--- src/hw/rtl/gbn_pkg.sv ---
// ----------------------------------------------------------------------------
// gbn_pkg: shared types and codes for the go-back-N sender window
// Action and result codes, controller states, and the command and status
// bundles that pass between the controller and the datapath.
// ----------------------------------------------------------------------------
package gbn_pkg;

  // input action codes
  localparam logic [1:0] ACT_SEND    = 2'd0;
  localparam logic [1:0] ACT_ACK     = 2'd1;
  localparam logic [1:0] ACT_TIMEOUT = 2'd2;

  // result status codes
  localparam logic [1:0] ST_SENT   = 2'd0;
  localparam logic [1:0] ST_FULL   = 2'd1;
  localparam logic [1:0] ST_SLID   = 2'd2;
  localparam logic [1:0] ST_RESEND = 2'd3;

  // configuration register indexes
  localparam logic CFG_WINDOW = 1'b0;
  localparam logic CFG_STEP   = 1'b1;

  localparam int unsigned SEQ_W  = 32;
  localparam int unsigned STEP_W = 16;

  localparam logic [STEP_W-1:0] STEP_RESET = 16'd1024;

  typedef enum logic [2:0] {
    S_IDLE,
    S_DECIDE,
    S_SLIDE,
    S_SLID_OUT,
    S_REPLAY
  } state_t;

  // controller to datapath
  typedef struct packed {
    logic       capture_in;   // latch the accepted item
    logic       send_commit;  // advance next_free and next_sequence
    logic       load_out;     // load the output register
    logic [1:0] out_sel;      // status code of the loaded result
    logic       slide_init;   // start a slide: remainder and count
    logic       slide_step;   // retire one outstanding slot
    logic       rem_sub;      // take one step off the remainder
    logic       replay_init;  // start a replay from the oldest slot
    logic       replay_step;  // advance to the next slot to resend
  } cmd_t;

  // datapath to controller
  typedef struct packed {
    logic [1:0] action;
    logic       ack_ge;       // captured ack at or above expected_ack
    logic       outs_zero;    // nothing outstanding
    logic       full;         // outstanding count at window size
    logic       left_zero;
    logic       left_one;
    logic       rem_lt_step;
    logic       out_free;     // output register can take a result
  } sts_t;

endpackage

--- src/hw/rtl/go_back_n_sender_window.sv ---
// ----------------------------------------------------------------------------
// go_back_n_sender_window: sender-side go-back-N window controller
// Keeps the ring of segment slots and the sequence counters, assigns slots
// to new segments, slides on acknowledgements and replays on loss.
// ----------------------------------------------------------------------------
// Usage:
//   in_*  : one item per request (send, acknowledgement, timeout).
//   out_* : result items; last marks the final result of an item.
//   cfg_* : index 0 window_size, index 1 seq_step; always ready; to be written
//           only while the block is idle, which the user and not the block ensures.
//           Writing window_size empties the ring.
// Timing: one item at a time. An item is accepted in the idle state and
//   decided in the next cycle. A send loads its result once the output
//   register is free. An acknowledgement slides one slot per cycle until
//   no outstanding slot is left or the remainder is below the step,
//   retiring at most the window, then loads its result. A replay emits one
//   resend per cycle from the oldest slot while the output register is
//   free. The next item is taken in the cycle after the last result is loaded.
// Reset: window 4, step 1024, ring empty, sequence numbers zero.
// Stall: results sit in a single output register; while it is held the
//   controller waits to load a result, though a slide still retires slots.
// ----------------------------------------------------------------------------
module go_back_n_sender_window #(
  parameter int MAX_WINDOW = 16,
  localparam int SLOT_W    = $clog2(MAX_WINDOW + 1)
) (
  input  logic                        clk,
  input  logic                        rst,
  // configuration write channel
  input  logic                        cfg_valid,
  output logic                        cfg_ready,
  input  logic                        cfg_index,
  input  logic [gbn_pkg::STEP_W-1:0]  cfg_data,
  // input items
  input  logic                        in_valid,
  output logic                        in_ready,
  input  logic [1:0]                  action,
  input  logic [gbn_pkg::SEQ_W-1:0]   ack_number,
  // result items
  output logic                        out_valid,
  input  logic                        out_ready,
  output logic [1:0]                  status,
  output logic [SLOT_W-1:0]           slot,
  output logic [gbn_pkg::SEQ_W-1:0]   seq_number,
  output logic                        last
);

  gbn_pkg::cmd_t cmd;
  gbn_pkg::sts_t sts;

  // configuration is taken whenever offered
  assign cfg_ready = 1'b1;

  gbn_ctrl u_ctrl (
    .clk      (clk),
    .rst      (rst),
    .in_valid (in_valid),
    .in_ready (in_ready),
    .sts      (sts),
    .cmd      (cmd)
  );

  gbn_dp #(
    .MAX_WINDOW (MAX_WINDOW)
  ) u_dp (
    .clk        (clk),
    .rst        (rst),
    .cfg_we     (cfg_valid && cfg_ready),
    .cfg_index  (cfg_index),
    .cfg_data   (cfg_data),
    .action     (action),
    .ack_number (ack_number),
    .out_valid  (out_valid),
    .out_ready  (out_ready),
    .status     (status),
    .slot       (slot),
    .seq_number (seq_number),
    .last       (last),
    .cmd        (cmd),
    .sts        (sts)
  );

endmodule

--- src/hw/rtl/gbn_ctrl.sv ---
// ----------------------------------------------------------------------------
// gbn_ctrl: sequencing controller for the go-back-N sender window
// Takes one item at a time, decides the action from datapath status and
// steps the slide or replay loop one slot per cycle; replay waits on out_free.
// ----------------------------------------------------------------------------
module gbn_ctrl (
  input  logic          clk,
  input  logic          rst,
  input  logic          in_valid,
  output logic          in_ready,
  input  gbn_pkg::sts_t sts,
  output gbn_pkg::cmd_t cmd
);

  gbn_pkg::state_t state;
  gbn_pkg::state_t state_next;

  // state register
  always_ff @(posedge clk) begin
    if (rst) begin
      state <= gbn_pkg::S_IDLE;
    end else begin
      state <= state_next;
    end
  end

  // next state
  always_comb begin
    state_next = state;
    unique case (state)
      gbn_pkg::S_IDLE: begin
        if (in_valid) state_next = gbn_pkg::S_DECIDE;
      end
      gbn_pkg::S_DECIDE: begin
        priority if (sts.action == gbn_pkg::ACT_SEND) begin
          if (sts.out_free) state_next = gbn_pkg::S_IDLE;
        end else if (sts.action == gbn_pkg::ACT_ACK && sts.ack_ge) begin
          state_next = gbn_pkg::S_SLIDE;
        end else if (sts.action == gbn_pkg::ACT_ACK ||
                     sts.action == gbn_pkg::ACT_TIMEOUT) begin
          state_next = sts.outs_zero ? gbn_pkg::S_IDLE : gbn_pkg::S_REPLAY;
        end else begin
          state_next = gbn_pkg::S_IDLE;
        end
      end
      gbn_pkg::S_SLIDE: begin
        if (sts.left_zero || sts.rem_lt_step) state_next = gbn_pkg::S_SLID_OUT;
      end
      gbn_pkg::S_SLID_OUT: begin
        if (sts.out_free) state_next = gbn_pkg::S_IDLE;
      end
      gbn_pkg::S_REPLAY: begin
        if (sts.out_free && sts.left_one) state_next = gbn_pkg::S_IDLE;
      end
      default: state_next = gbn_pkg::S_IDLE;
    endcase
  end

  // command outputs
  always_comb begin
    cmd      = '0;
    in_ready = 1'b0;
    unique case (state)
      gbn_pkg::S_IDLE: begin
        in_ready       = 1'b1;
        cmd.capture_in = in_valid;
      end
      gbn_pkg::S_DECIDE: begin
        priority if (sts.action == gbn_pkg::ACT_SEND) begin
          cmd.load_out    = sts.out_free;
          cmd.out_sel     = sts.full ? gbn_pkg::ST_FULL : gbn_pkg::ST_SENT;
          cmd.send_commit = sts.out_free && !sts.full;
        end else if (sts.action == gbn_pkg::ACT_ACK && sts.ack_ge) begin
          cmd.slide_init = 1'b1;
        end else if (sts.action == gbn_pkg::ACT_ACK ||
                     sts.action == gbn_pkg::ACT_TIMEOUT) begin
          cmd.replay_init = 1'b1;
        end else begin
          cmd = '0;
        end
      end
      gbn_pkg::S_SLIDE: begin
        cmd.slide_step = !sts.left_zero;
        cmd.rem_sub    = !sts.left_zero && !sts.rem_lt_step;
      end
      gbn_pkg::S_SLID_OUT: begin
        cmd.load_out = sts.out_free;
        cmd.out_sel  = gbn_pkg::ST_SLID;
      end
      gbn_pkg::S_REPLAY: begin
        cmd.load_out    = sts.out_free;
        cmd.out_sel     = gbn_pkg::ST_RESEND;
        cmd.replay_step = sts.out_free;
      end
      default: begin
        cmd      = '0;
        in_ready = 1'b0;
      end
    endcase
  end

endmodule

--- src/hw/rtl/gbn_dp.sv ---
// ----------------------------------------------------------------------------
// gbn_dp: datapath for the go-back-N sender window
// Configuration, ring pointers, sequence counters, slide and replay
// counters, and the result register.
// ----------------------------------------------------------------------------
module gbn_dp #(
  parameter int MAX_WINDOW = 16,
  localparam int SLOT_W    = $clog2(MAX_WINDOW + 1)
) (
  input  logic                        clk,
  input  logic                        rst,
  // configuration
  input  logic                        cfg_we,
  input  logic                        cfg_index,
  input  logic [gbn_pkg::STEP_W-1:0]  cfg_data,
  // input item
  input  logic [1:0]                  action,
  input  logic [gbn_pkg::SEQ_W-1:0]   ack_number,
  // result
  output logic                        out_valid,
  input  logic                        out_ready,
  output logic [1:0]                  status,
  output logic [SLOT_W-1:0]           slot,
  output logic [gbn_pkg::SEQ_W-1:0]   seq_number,
  output logic                        last,
  // control
  input  gbn_pkg::cmd_t               cmd,
  output gbn_pkg::sts_t               sts
);

  localparam int WIN_RESET = (4 > MAX_WINDOW) ? MAX_WINDOW : 4;

  // effective configuration
  logic [SLOT_W-1:0]          win;
  logic [gbn_pkg::STEP_W-1:0] step;
  // window state
  logic [SLOT_W-1:0]          first_outstanding;
  logic [SLOT_W-1:0]          next_free;
  logic [gbn_pkg::SEQ_W-1:0]  expected_ack;
  logic [gbn_pkg::SEQ_W-1:0]  next_sequence;
  // captured item and loop state
  logic [1:0]                 act_q;
  logic [gbn_pkg::SEQ_W-1:0]  ack_q;
  logic [gbn_pkg::SEQ_W-1:0]  rem;
  logic [SLOT_W-1:0]          left;
  logic [SLOT_W-1:0]          rp_slot;
  logic [gbn_pkg::SEQ_W-1:0]  rp_seq;

  logic [SLOT_W:0]            outs_wide;
  logic [SLOT_W-1:0]          outs;
  logic [gbn_pkg::SEQ_W-1:0]  step_ext;
  logic                       out_free;

  function automatic logic [SLOT_W-1:0] ring_inc(input logic [SLOT_W-1:0] x,
                                                 input logic [SLOT_W-1:0] top);
    return (x == top) ? '0 : SLOT_W'(x + 1'b1);
  endfunction

  assign step_ext = {{(gbn_pkg::SEQ_W - gbn_pkg::STEP_W){1'b0}}, step};
  assign out_free = !out_valid || out_ready;

  // outstanding count around a ring of win+1 slots
  always_comb begin
    if (next_free >= first_outstanding) begin
      outs_wide = {1'b0, next_free} - {1'b0, first_outstanding};
    end else begin
      outs_wide = {1'b0, next_free} + {1'b0, win} + 1'b1 - {1'b0, first_outstanding};
    end
    outs = outs_wide[SLOT_W-1:0];
  end

  // status to controller
  always_comb begin
    sts.action      = act_q;
    sts.ack_ge      = ack_q >= expected_ack;
    sts.outs_zero   = outs == '0;
    sts.full        = outs >= win;
    sts.left_zero   = left == '0;
    sts.left_one    = left == SLOT_W'(1);
    sts.rem_lt_step = rem < step_ext;
    sts.out_free    = out_free;
  end

  // configuration registers, stored already clamped
  always_ff @(posedge clk) begin
    if (rst) begin
      win  <= SLOT_W'(WIN_RESET);
      step <= gbn_pkg::STEP_RESET;
    end else if (cfg_we) begin
      if (cfg_index == gbn_pkg::CFG_WINDOW) begin
        if (cfg_data[4:0] == 5'd0) begin
          win <= SLOT_W'(1);
        end else if (int'(cfg_data[4:0]) > MAX_WINDOW) begin
          win <= SLOT_W'(MAX_WINDOW);
        end else begin
          win <= SLOT_W'(cfg_data[4:0]);
        end
      end else begin
        step <= (cfg_data == '0) ? gbn_pkg::STEP_W'(1) : cfg_data;
      end
    end
  end

  // ring pointers and sequence numbers
  always_ff @(posedge clk) begin
    if (rst) begin
      first_outstanding <= '0;
      next_free         <= '0;
      expected_ack      <= '0;
      next_sequence     <= '0;
    end else if (cfg_we && cfg_index == gbn_pkg::CFG_WINDOW) begin
      first_outstanding <= '0;
      next_free         <= '0;
      expected_ack      <= next_sequence;
    end else begin
      if (cmd.send_commit) begin
        next_free     <= ring_inc(next_free, win);
        next_sequence <= next_sequence + step_ext;
      end
      if (cmd.slide_step) begin
        first_outstanding <= ring_inc(first_outstanding, win);
        expected_ack      <= expected_ack + step_ext;
      end
    end
  end

  // captured item, slide and replay counters
  always_ff @(posedge clk) begin
    if (cmd.capture_in) begin
      act_q <= action;
      ack_q <= ack_number;
    end
    if (cmd.slide_init) begin
      rem  <= ack_q - expected_ack;
      left <= outs;
    end else if (cmd.replay_init) begin
      left    <= outs;
      rp_slot <= first_outstanding;
      rp_seq  <= expected_ack;
    end else begin
      if (cmd.rem_sub) rem <= rem - step_ext;
      if (cmd.slide_step || cmd.replay_step) left <= left - 1'b1;
      if (cmd.replay_step) begin
        rp_slot <= ring_inc(rp_slot, win);
        rp_seq  <= rp_seq + step_ext;
      end
    end
  end

  // result register
  always_ff @(posedge clk) begin
    if (rst) begin
      out_valid <= 1'b0;
    end else if (cmd.load_out) begin
      out_valid <= 1'b1;
    end else if (out_ready) begin
      out_valid <= 1'b0;
    end
  end

  always_ff @(posedge clk) begin
    if (cmd.load_out) begin
      status <= cmd.out_sel;
      unique case (cmd.out_sel)
        gbn_pkg::ST_SENT, gbn_pkg::ST_FULL: begin
          slot       <= next_free;
          seq_number <= next_sequence;
          last       <= 1'b1;
        end
        gbn_pkg::ST_SLID: begin
          slot       <= first_outstanding;
          seq_number <= expected_ack;
          last       <= 1'b1;
        end
        default: begin
          slot       <= rp_slot;
          seq_number <= rp_seq;
          last       <= left == SLOT_W'(1);
        end
      endcase
    end
  end

  // ring pointers stay inside the ring
  a_ptr_in_ring: assert property (@(posedge clk) disable iff (rst)
    (first_outstanding <= win) && (next_free <= win))
    else $error("ring pointer beyond window");

  // never more outstanding than the window allows
  a_outs_in_window: assert property (@(posedge clk) disable iff (rst)
    outs <= win)
    else $error("outstanding count exceeds window");

  // a result is loaded only into a free output register
  a_load_free: assert property (@(posedge clk) disable iff (rst)
    cmd.load_out |-> out_free)
    else $error("result overwrites a pending result");

  // slide and replay never step past their count
  a_left_guard: assert property (@(posedge clk) disable iff (rst)
    (cmd.slide_step || cmd.replay_step) |-> (left != '0))
    else $error("loop step with zero count");

endmodule
--- config.mk ---
export PLATFORM = sky130hd
export DESIGN_NAME = go_back_n_sender_window
export DESIGN_NICKNAME = d
export VERILOG_FILES = /design/src/hw/rtl/gbn_pkg.sv /design/src/hw/rtl/go_back_n_sender_window.sv /design/src/hw/rtl/gbn_ctrl.sv /design/src/hw/rtl/gbn_dp.sv
export SDC_FILE = /design/constraint.sdc
export NUM_CORES = 1
export LEC_CHECK = 0
export BUFFER_PORTS_ARGS = -buffer_cell sky130_fd_sc_hd__buf_4
export CAP_MARGIN = 20
export CORE_ASPECT_RATIO = 0.9
export CORE_MARGIN = 1
export CORE_UTILIZATION = 40
export DETAILED_ROUTE_END_ITERATION = 8
export SYNTH_ARGS = -nofsm -noshare
export SYNTH_HDL_FRONTEND = slang
export SYNTH_SLANG_ARGS = --single-unit
--- constraint.sdc ---
create_clock -name clk -period 11.7 [get_ports clk]
set_clock_uncertainty 0.05 [all_clocks]
set_input_delay 2.925 -clock clk [delete_from_list [all_inputs] [get_ports clk]]
set_output_delay 2.925 -clock clk [all_outputs]
set_load 0.01 [all_outputs]
==> results of run 1 <==
-- synth_stat cells, types with 63 or more instances --
cell type	n	area, µm²
nor2_1	150	563
o21ai_0	87	435
dfxtp_1	99	1980
clkbuf_1	63	236
a21oi_1	140	701
inv_1	101	379
ha_1	120	1500
edfxtp_1	148	4440
nand2_1	235	882
xor2_1	66	578
xnor2_1	105	920
-- registers in the layout (all words and copies together), names as in the netlist, 16 cells and up --
signal,flops
u_dp.rem,32
u_dp.seq_number,32
u_dp.step,16
u_dp.ack_q,32
u_dp.next_sequence,32
u_dp.expected_ack,32
u_dp.rp_seq,32
-- critical path, stage by stage (launching register included) --
cell	delay [ns]
dfxtp_1	0.51
inv_1	0.11
ha_1	0.37
a21o_1	0.20
a21o_1	0.19
o221ai_1	0.51
mux2_2	0.43
ha_1	0.27
nand2b_1	0.14
a21o_1	0.19
a21o_1	0.17
a21oi_1	0.24
o211ai_1	0.11
buf_4	0.24
a311oi_2	0.72
nand3_1	0.18
xor2_1	0.19
nor2_1	0.05
-- cell families after synthesis --
kind of cell | synth area share
XOR/XNOR | 0.0929
buffers and inverters | 0.0396
AND/OR/NAND/NOR | 0.172
other | 0.000232
flip-flops | 0.398
adder cells (fa/ha/maj) | 0.105
multiplexers | 0.00970
AO/OA/AOI/OAI | 0.182
-- power by group through the flow --
stage | combinational [mW] | sequential (mW) | clock, mW
after floorplan | 0.296 | 1.02 | 0
after global placement | 0.405 | 1.04 | 0
after detailed placement | 0.410 | 1.04 | 0
after CTS | 0.413 | 1.02 | 0.952
after global routing | 0.461 | 1.02 | 0.983
final | 0.413 | 1.02 | 0.932
-- area by class of cell --
| class | count | area [µm²] | area share |
|---|---|---|---|
| inverters | 101 | 379 | 0.0206 |
| repair buffers | 117 | 880 | 0.0477 |
| clock buffers | 39 | 825 | 0.0448 |
| flip-flops and latches | 247 | 6430 | 0.349 |
| well taps | 532 | 666 | 0.0361 |
| multi-input cells | 1373 | 9100 | 0.494 |
| clock inverters | 13 | 150 | 0.00815 |
-- how the worst min path moves through the flow --
stage,startpoint,endpoint,slack (ns)
final,u_dp.next_sequence[5],u_dp.next_sequence[5],0.44
after global routing,u_dp.next_sequence[0],u_dp.next_sequence[0],0.48
after CTS,u_dp.next_sequence[5],u_dp.next_sequence[5],0.45
after detailed placement,u_dp.next_sequence[5],u_dp.next_sequence[5],0.44
after global placement,u_dp.next_sequence[2],u_dp.next_sequence[2],0.43
after floorplan,u_dp.next_sequence[9],u_dp.next_sequence[9],0.41
-- layer usage --
layer  routed length (µm)  up-vias  track usage
met5                    0        -            0
met3                 2800       91       0.0301
met2                19700      404        0.346
met4                 1720        0       0.0841
met1                21800     6446        0.320
li1                     -     6556            -
-- stage by stage --
stage               power [mW]  worst slack [ns]  instances  cell area [µm²]  hold WS [ns]
floorplan                 1.32              6.51       1789            16100         0.409
global placement          1.44              6.29       2368            17400         0.426
detailed placement        1.45              6.20       2369            17400         0.437
CTS                       2.38              6.62       2421            18400         0.449
global route              2.47              6.21       2422            18400         0.482
finish                    2.36              6.63       2422            18400         0.442
==> results_dict.tcl, run 1 <==
set metrics [dict create \
    fmax_mhz 197 \
    fin_util 0.465 \
    cts_sinks 247 \
    avgSynthCellArea_um2 9.02 \
    finalHoldViolCount 0 \
    grt_max_degree 87 \
    num_vias 13497 \
    power_density_mw_per_mm2 128 \
    via_per_inst 5.57 \
    switchingPower_mw 0.659 \
    drive_above_1_share 0.102 \
    dr.pass1.iters 5 \
    endpoint "u_dp.next_sequence[24]" \
    switching_share 0.279 \
    fill_cells 3835 \
    cts_resized 0 \
    p_leak_nw 7.21 \
    die_area_mm2 0.0411 \
    crit_fanout 18 \
    grt_setup_unrepaired "false" \
    gp_congestion 0.926 \
    worst_pin_slew_ns 1.18 \
    root_buffer "clkbuf_16" \
    grtUsageTotal 0.225 \
    p_seq_frac 0.431 \
    final.setup.tns_ns 0 \
    yosys_warnings 0 \
    max-clock-path-buffers 3 \
    status "finished, final reports clean" \
    std_cell_rows 69 \
    drv_cap 0 \
    grt_pass1_wl_um 71200 \
    syn_area_mm2 0.0161 \
    synth_fp_nets 1975 \
    cts_tree "done" \
    cts_buffers 28 \
    grt_overflow 0 \
    fin_crit_ns 5.07 \
    path_class "reg2reg" \
    critPathLaunchType "register" \
    clkLatencyLatePin_ns 0.57 \
    dieWidth_um 214 \
    core_mm2 0.0396 \
    antenna_found_initial 0 \
    cts_setup_buffers 0 \
    drtAntennaViolNets 0 \
    p_int_mw 1.71 \
    synth_seq_area_share 0.398 \
    rr_worst_depth 17 \
    max_slew_margin 0.204 \
    wl_per_cell_um 19.0 \
    grt_pass1_vias 12844 \
    crit_path_start "u_dp.next_free[1]" \
    final_nets 2054 \
    rr_startpoint "u_dp.next_free[1]" \
    final_cell_mix "nand2_1, nor2_1, edfxtp_1, a21oi_1, ha_1" \
    insertedDiodeCount 0 \
    start_util 0.407 \
    fin_crit_sh 0.433 \
    comb_power_share 0.175 \
    dpl.hpwl_um 32800 \
    path_clk_slew_ns 0.07 \
    die_h_um 193 \
    io_pins 99 \
    rr_endpoint "u_dp.next_sequence[24]" \
    io_buffers 97 \
    crit_required_ns 12.06 \
    synthCells 1789 \
    rrSetupSlack_ns 6.63 \
    setup_viol 0 \
    layout_commonest_cell "nand2_1" \
    drt_wl_total_um 46100 \
    ys_types 71 \
    drc_errors 0 \
    yosys_register_bits 247 \
    end_kind "register" \
    hold_buffers 0 \
    slew_viol_final 0 \
    hold_depth 2 \
    vdd_drop_max_mv 0.167 \
    arrival_ns 5.43 \
    power_frac_clock 0.394 \
    synthFlopType "edfxtp_1" \
    async_reset_ff_frac 0 \
    drtIter0Drc 1035 \
    htree_num_levels 1 \
    syn_to_final_growth_pct 14.2 \
    synth_edf_count 148 \
    worst_hold_path_type "reg2reg" \
]
(Power assumes the default switching activity.)
==> run 2: changes to the inputs <==
Clock period 11.7 ns to 4.9 ns, I/O delays scaled along.
==> results_dict.tcl, run 2 (same netlist as run 1, synthesis figures left out) <==
set metrics [dict create \
    grt_max_degree 59 \
    dpl.hpwl_um 33300 \
    whs_ns 0.452 \
    drc_errors 0 \
    via_per_inst 5.58 \
    die_h_um 193 \
    placedCellCount 2377 \
    hold_buffers 0 \
    max_slew_margin 0.307 \
    drive_above_1_share 0.106 \
    path_class "reg2reg" \
    worst_pin_slew_ns 1.03 \
    wl_per_cell_um 19.1 \
    hp-start "u_dp.next_sequence[4]" \
    layout_commonest_cell "nand2_1" \
    drtAntennaViolNets 0 \
    std_cell_rows 69 \
    insertedDiodeCount 0 \
    fill_cells 3795 \
    core_mm2 0.0396 \
    htree_num_levels 1 \
    cp_slowest_cell "dfxtp_1" \
    grt_pass1_vias 12966 \
    grt_overflow 0 \
    pre_cts_slack_ns 0.711 \
    final_cells 2433 \
    grtUsageTotal 0.229 \
    design_area_mm2 0.0186 \
    hold_depth 2 \
    final_cell_mix "nand2_1, nor2_1, edfxtp_1, a21oi_1, buf_4" \
    placed_area_mm2 0.0175 \
    final.setup.tns_ns 0 \
    rr_worst_depth 17 \
    crit_required_ns 5.29 \
    dieWidth_um 214 \
    max-clock-path-buffers 3 \
    path_clk_slew_ns 0.06 \
    final_nets 2063 \
    multiInputGateArea_mm2 0.00910 \
    drt_wl_total_um 46600 \
    drv_cap 0 \
    clkLatencyLatePin_ns 0.59 \
    vdd_drop_max_mv 0.329 \
    io_buffers 97 \
    syn_to_final_growth_pct 15.1 \
    dr.pass1.iters 5 \
    arrival_ns 4.62 \
    finalHoldViolCount 0 \
    crit_path_cell_trace "inv_1 > ha_1 > a21o_1 > a21o_1 > o221ai_1 > mux2_2 > ha_1 > nand2b_1 > a21o_1 > a21o_1 > a21oi_1 > o211ai_1 > a311oi_2 > buf_4 > nand3_1 > xor2_1 > nor2_1" \
    start_util 0.407 \
    end_kind "register" \
    rrSetupSlack_ns 0.67 \
    die_area_mm2 0.0411 \
    fin_crit_ns 4.23 \
    crit_fanout 8 \
    worst_hold_path_type "reg2reg" \
    gp_congestion 0.920 \
    rr_startpoint "u_dp.next_free[1]" \
    fmax_mhz 236 \
    rr_endpoint "u_dp.next_sequence[18]" \
    cts_resized 0 \
    num_vias 13575 \
    p_leak_nw 7.27 \
    critPathLaunchType "register" \
    crit_path_max_incr_delay_ns 0.48 \
    grt_pass1_wl_um 72500 \
    cts_setup_buffers 0 \
    cts_buffers 30 \
    power_density_mw_per_mm2 314 \
    setup_slack_ns 0.670 \
    fin_crit_sh 0.863 \
    fin_util 0.469 \
    slew_viol_final 0 \
    cts_sinks 247 \
    holdPathEnd "u_dp.next_sequence[4]" \
    setup_viol 0 \
    root_buffer "clkbuf_16" \
    status "finished, final reports clean" \
    crit_top_cell "a21o_1" \
    register_area_mm2 0.00643 \
    grt_setup_unrepaired "false" \
    antenna_found_initial 0 \
    drtIter0Drc 919 \
    power_mw 5.82 \
    cts_tree "done" \
    io_pins 99 \
]
run 2: cell types whose count changed in the layout (fill, tap and decap cells not counted), moves of 2 or more:
cell / delta
buf_4: +8
bufinv_16: +2
clkbuf_1: +2
clkbuf_8: -2
clkinv_2: -2
clkinvlp_4: +2
run 2: metal layers:
layer  vias up  track usage  part of all wire
met1      6490        0.333              0.48
li1       6582            -                 -
met4         0       0.0742             0.030
met5         -            0                 0
met3        71       0.0272             0.064
met2       432        0.352              0.43
run 2: worst max-delay path, delay by kind of cell, from the launching register on:
family          cells  cell delay [ns]
buf+inv             2             0.34
mux                 1             0.41
simple gates        3             0.30
compound gates      8             1.72
xor+xnor            1             0.14
fa+ha+maj           2             0.64
flops               1             0.48
run 2: where the power goes:
part | total, mW | internal (mW) | switching, mW
clock | 2.40 | 1.46 | 0.947
combinational | 0.992 | 0.407 | 0.585
sequential | 2.43 | 2.34 | 0.0934
total | 5.82 | 4.20 | 1.63
run 2: area by class of cell:
class / count / share of cell area
Tap cell: 532 / 0.0358
Clock buffer: 40 / 0.0447
Inverter: 101 / 0.0204
Timing Repair Buffer: 124 / 0.0508
Multi-Input combinational cell: 1373 / 0.490
Sequential cell: 247 / 0.346
Clock inverter: 16 / 0.0122
run 2: worst max-delay path by stage:
stage | from | end | slack, ns
6_report | u_dp.next_free[1] | u_dp.next_sequence[18] | 0.67
5_1_grt | u_dp.next_free[1] | u_dp.next_sequence[30] | 0.37
4_1_cts | u_dp.next_free[1] | u_dp.next_sequence[18] | 0.72
3_5_place_dp | u_dp.next_free[1] | u_dp.next_sequence[18] | 0.71
3_3_place_gp | u_dp.next_free[1] | u_dp.next_sequence[18] | 0.82
2_1_floorplan | u_dp.next_free[1] | u_dp.next_free[3] | 0.53
==> run 3: changes to the inputs <==
Clock period 4.9 ns to 5.35 ns, I/O delays scaled along.
==> results_dict.tcl, run 3 (same netlist as run 1, synthesis figures left out) <==
set metrics [dict create \
    rrSetupSlack_ns 0.75 \
    holdPathEnd "u_dp.next_sequence[3]" \
    grt_overflow 0 \
    dr.pass1.iters 5 \
    cts_buffers 30 \
    end_kind "register" \
    insertedDiodeCount 0 \
    fmax_mhz 218 \
    placedCellCount 2372 \
    power_mw 5.42 \
    hp-start "u_dp.next_sequence[3]" \
    cts_resized 0 \
    drtAntennaViolNets 0 \
    fin_util 0.469 \
    worst_pin_slew_ns 1.08 \
    drc_errors 0 \
    setup_viol 0 \
    dpl.hpwl_um 33700 \
    syn_to_final_growth_pct 15.2 \
    arrival_ns 4.99 \
    clkLatencyLatePin_ns 0.58 \
    design_area_mm2 0.0186 \
    final_cells 2428 \
    drv_cap 0 \
    whs_ns 0.458 \
    htree_num_levels 1 \
    io_pins 99 \
    max-clock-path-buffers 3 \
    vdd_drop_max_mv 0.291 \
    crit_fanout 9 \
    drive_above_1_share 0.108 \
    drtIter0Drc 1044 \
    worst_hold_path_type "reg2reg" \
    crit_path_max_incr_delay_ns 0.72 \
    hold_buffers 0 \
    std_cell_rows 69 \
    fin_crit_sh 0.859 \
    cp_slowest_cell "a311oi_2" \
    via_per_inst 5.57 \
    path_class "reg2reg" \
    grtUsageTotal 0.227 \
    grt_setup_unrepaired "false" \
    crit_path_cell_trace "inv_1 > ha_1 > a21o_1 > a21o_1 > o221ai_1 > buf_4 > mux2_2 > ha_1 > nand2b_1 > a21o_1 > a21o_1 > a21oi_1 > o211ai_1 > a311oi_2 > nand3_1 > xor2_1 > nor2_1" \
    power_density_mw_per_mm2 292 \
    drt_wl_total_um 46400 \
    crit_family "compound AO/OA/AOI/OAI gates" \
    crit_top_cell "a21o_1" \
    root_buffer "clkbuf_16" \
    final_nets 2058 \
    dieWidth_um 214 \
    fill_cells 3808 \
    antenna_found_initial 1 \
    core_mm2 0.0396 \
    rr_worst_depth 17 \
    finalHoldViolCount 0 \
    pre_cts_slack_ns 0.721 \
    grt_pass1_wl_um 72100 \
    cts_tree "done" \
    grt_max_degree 64 \
    placed_area_mm2 0.0175 \
    rr_endpoint "u_dp.next_sequence[22]" \
    die_h_um 193 \
    status "finished, final reports clean" \
    critPathLaunchType "register" \
    fin_crit_ns 4.60 \
    hold_depth 2 \
    final_cell_mix "nand2_1, nor2_1, edfxtp_1, a21oi_1, ha_1" \
    crit_required_ns 5.75 \
    slew_viol_final 0 \
    die_area_mm2 0.0411 \
    cts_setup_buffers 0 \
    p_leak_nw 7.30 \
    gp_congestion 0.878 \
    start_util 0.407 \
    cp_num_buf_inv 2 \
    rr_startpoint "u_dp.next_free[1]" \
    setup_slack_ns 0.754 \
    num_vias 13518 \
    max_slew_margin 0.277 \
    cts_sinks 247 \
    layout_commonest_cell "nand2_1" \
    grt_pass1_vias 12863 \
    wl_per_cell_um 19.1 \
    io_buffers 97 \
    path_clk_slew_ns 0.06 \
    final.setup.tns_ns 0 \
]
==> run 3: worst max path at each step <==
stage,end,slack [ns],cells past startpoint,start
finish,u_dp.next_sequence[22],0.75,17,u_dp.next_free[1]
floorplan,u_dp.next_free[3],0.98,16,u_dp.next_free[1]
global placement,u_dp.next_sequence[18],0.85,17,u_dp.next_free[1]
detailed placement,u_dp.next_sequence[22],0.72,17,u_dp.next_free[1]
global route,u_dp.next_sequence[28],0.41,17,u_dp.next_free[1]
CTS,u_dp.next_sequence[22],0.72,17,u_dp.next_free[1]
==> run 3: cell type report <==
type | count | area [µm²] | share of cell area
Multi-Input combinational cell | 1373 | 9100 | 0.490
Inverter | 101 | 379 | 0.0204
Clock inverter | 20 | 277 | 0.0149
Clock buffer | 36 | 846 | 0.0455
Tap cell | 532 | 666 | 0.0358
Timing Repair Buffer | 119 | 893 | 0.0481
Sequential cell | 247 | 6430 | 0.346
==> run 3: tightest hold or removal path: cells and delay by family (launching register included) <==
kind             cells  cell delay, ns
AO/OA/AOI/OAI        1            0.05
flip-flops           1            0.34
AND/OR/NAND/NOR      1            0.07
==> run 3: layer usage <==
metal,vias up,part of all wire,track usage
met2,387,0.44,0.354
li1,6579,-,-
met3,73,0.060,0.0299
met5,-,0,0
met4,0,0.030,0.0662
met1,6479,0.47,0.326
==> run 3: report_power, final <==
group / total (mW) / switching, mW / internal [mW]
Clock: 2.29 / 0.869 / 1.42
Sequential: 2.23 / 0.0892 / 2.14
Combinational: 0.904 / 0.534 / 0.370
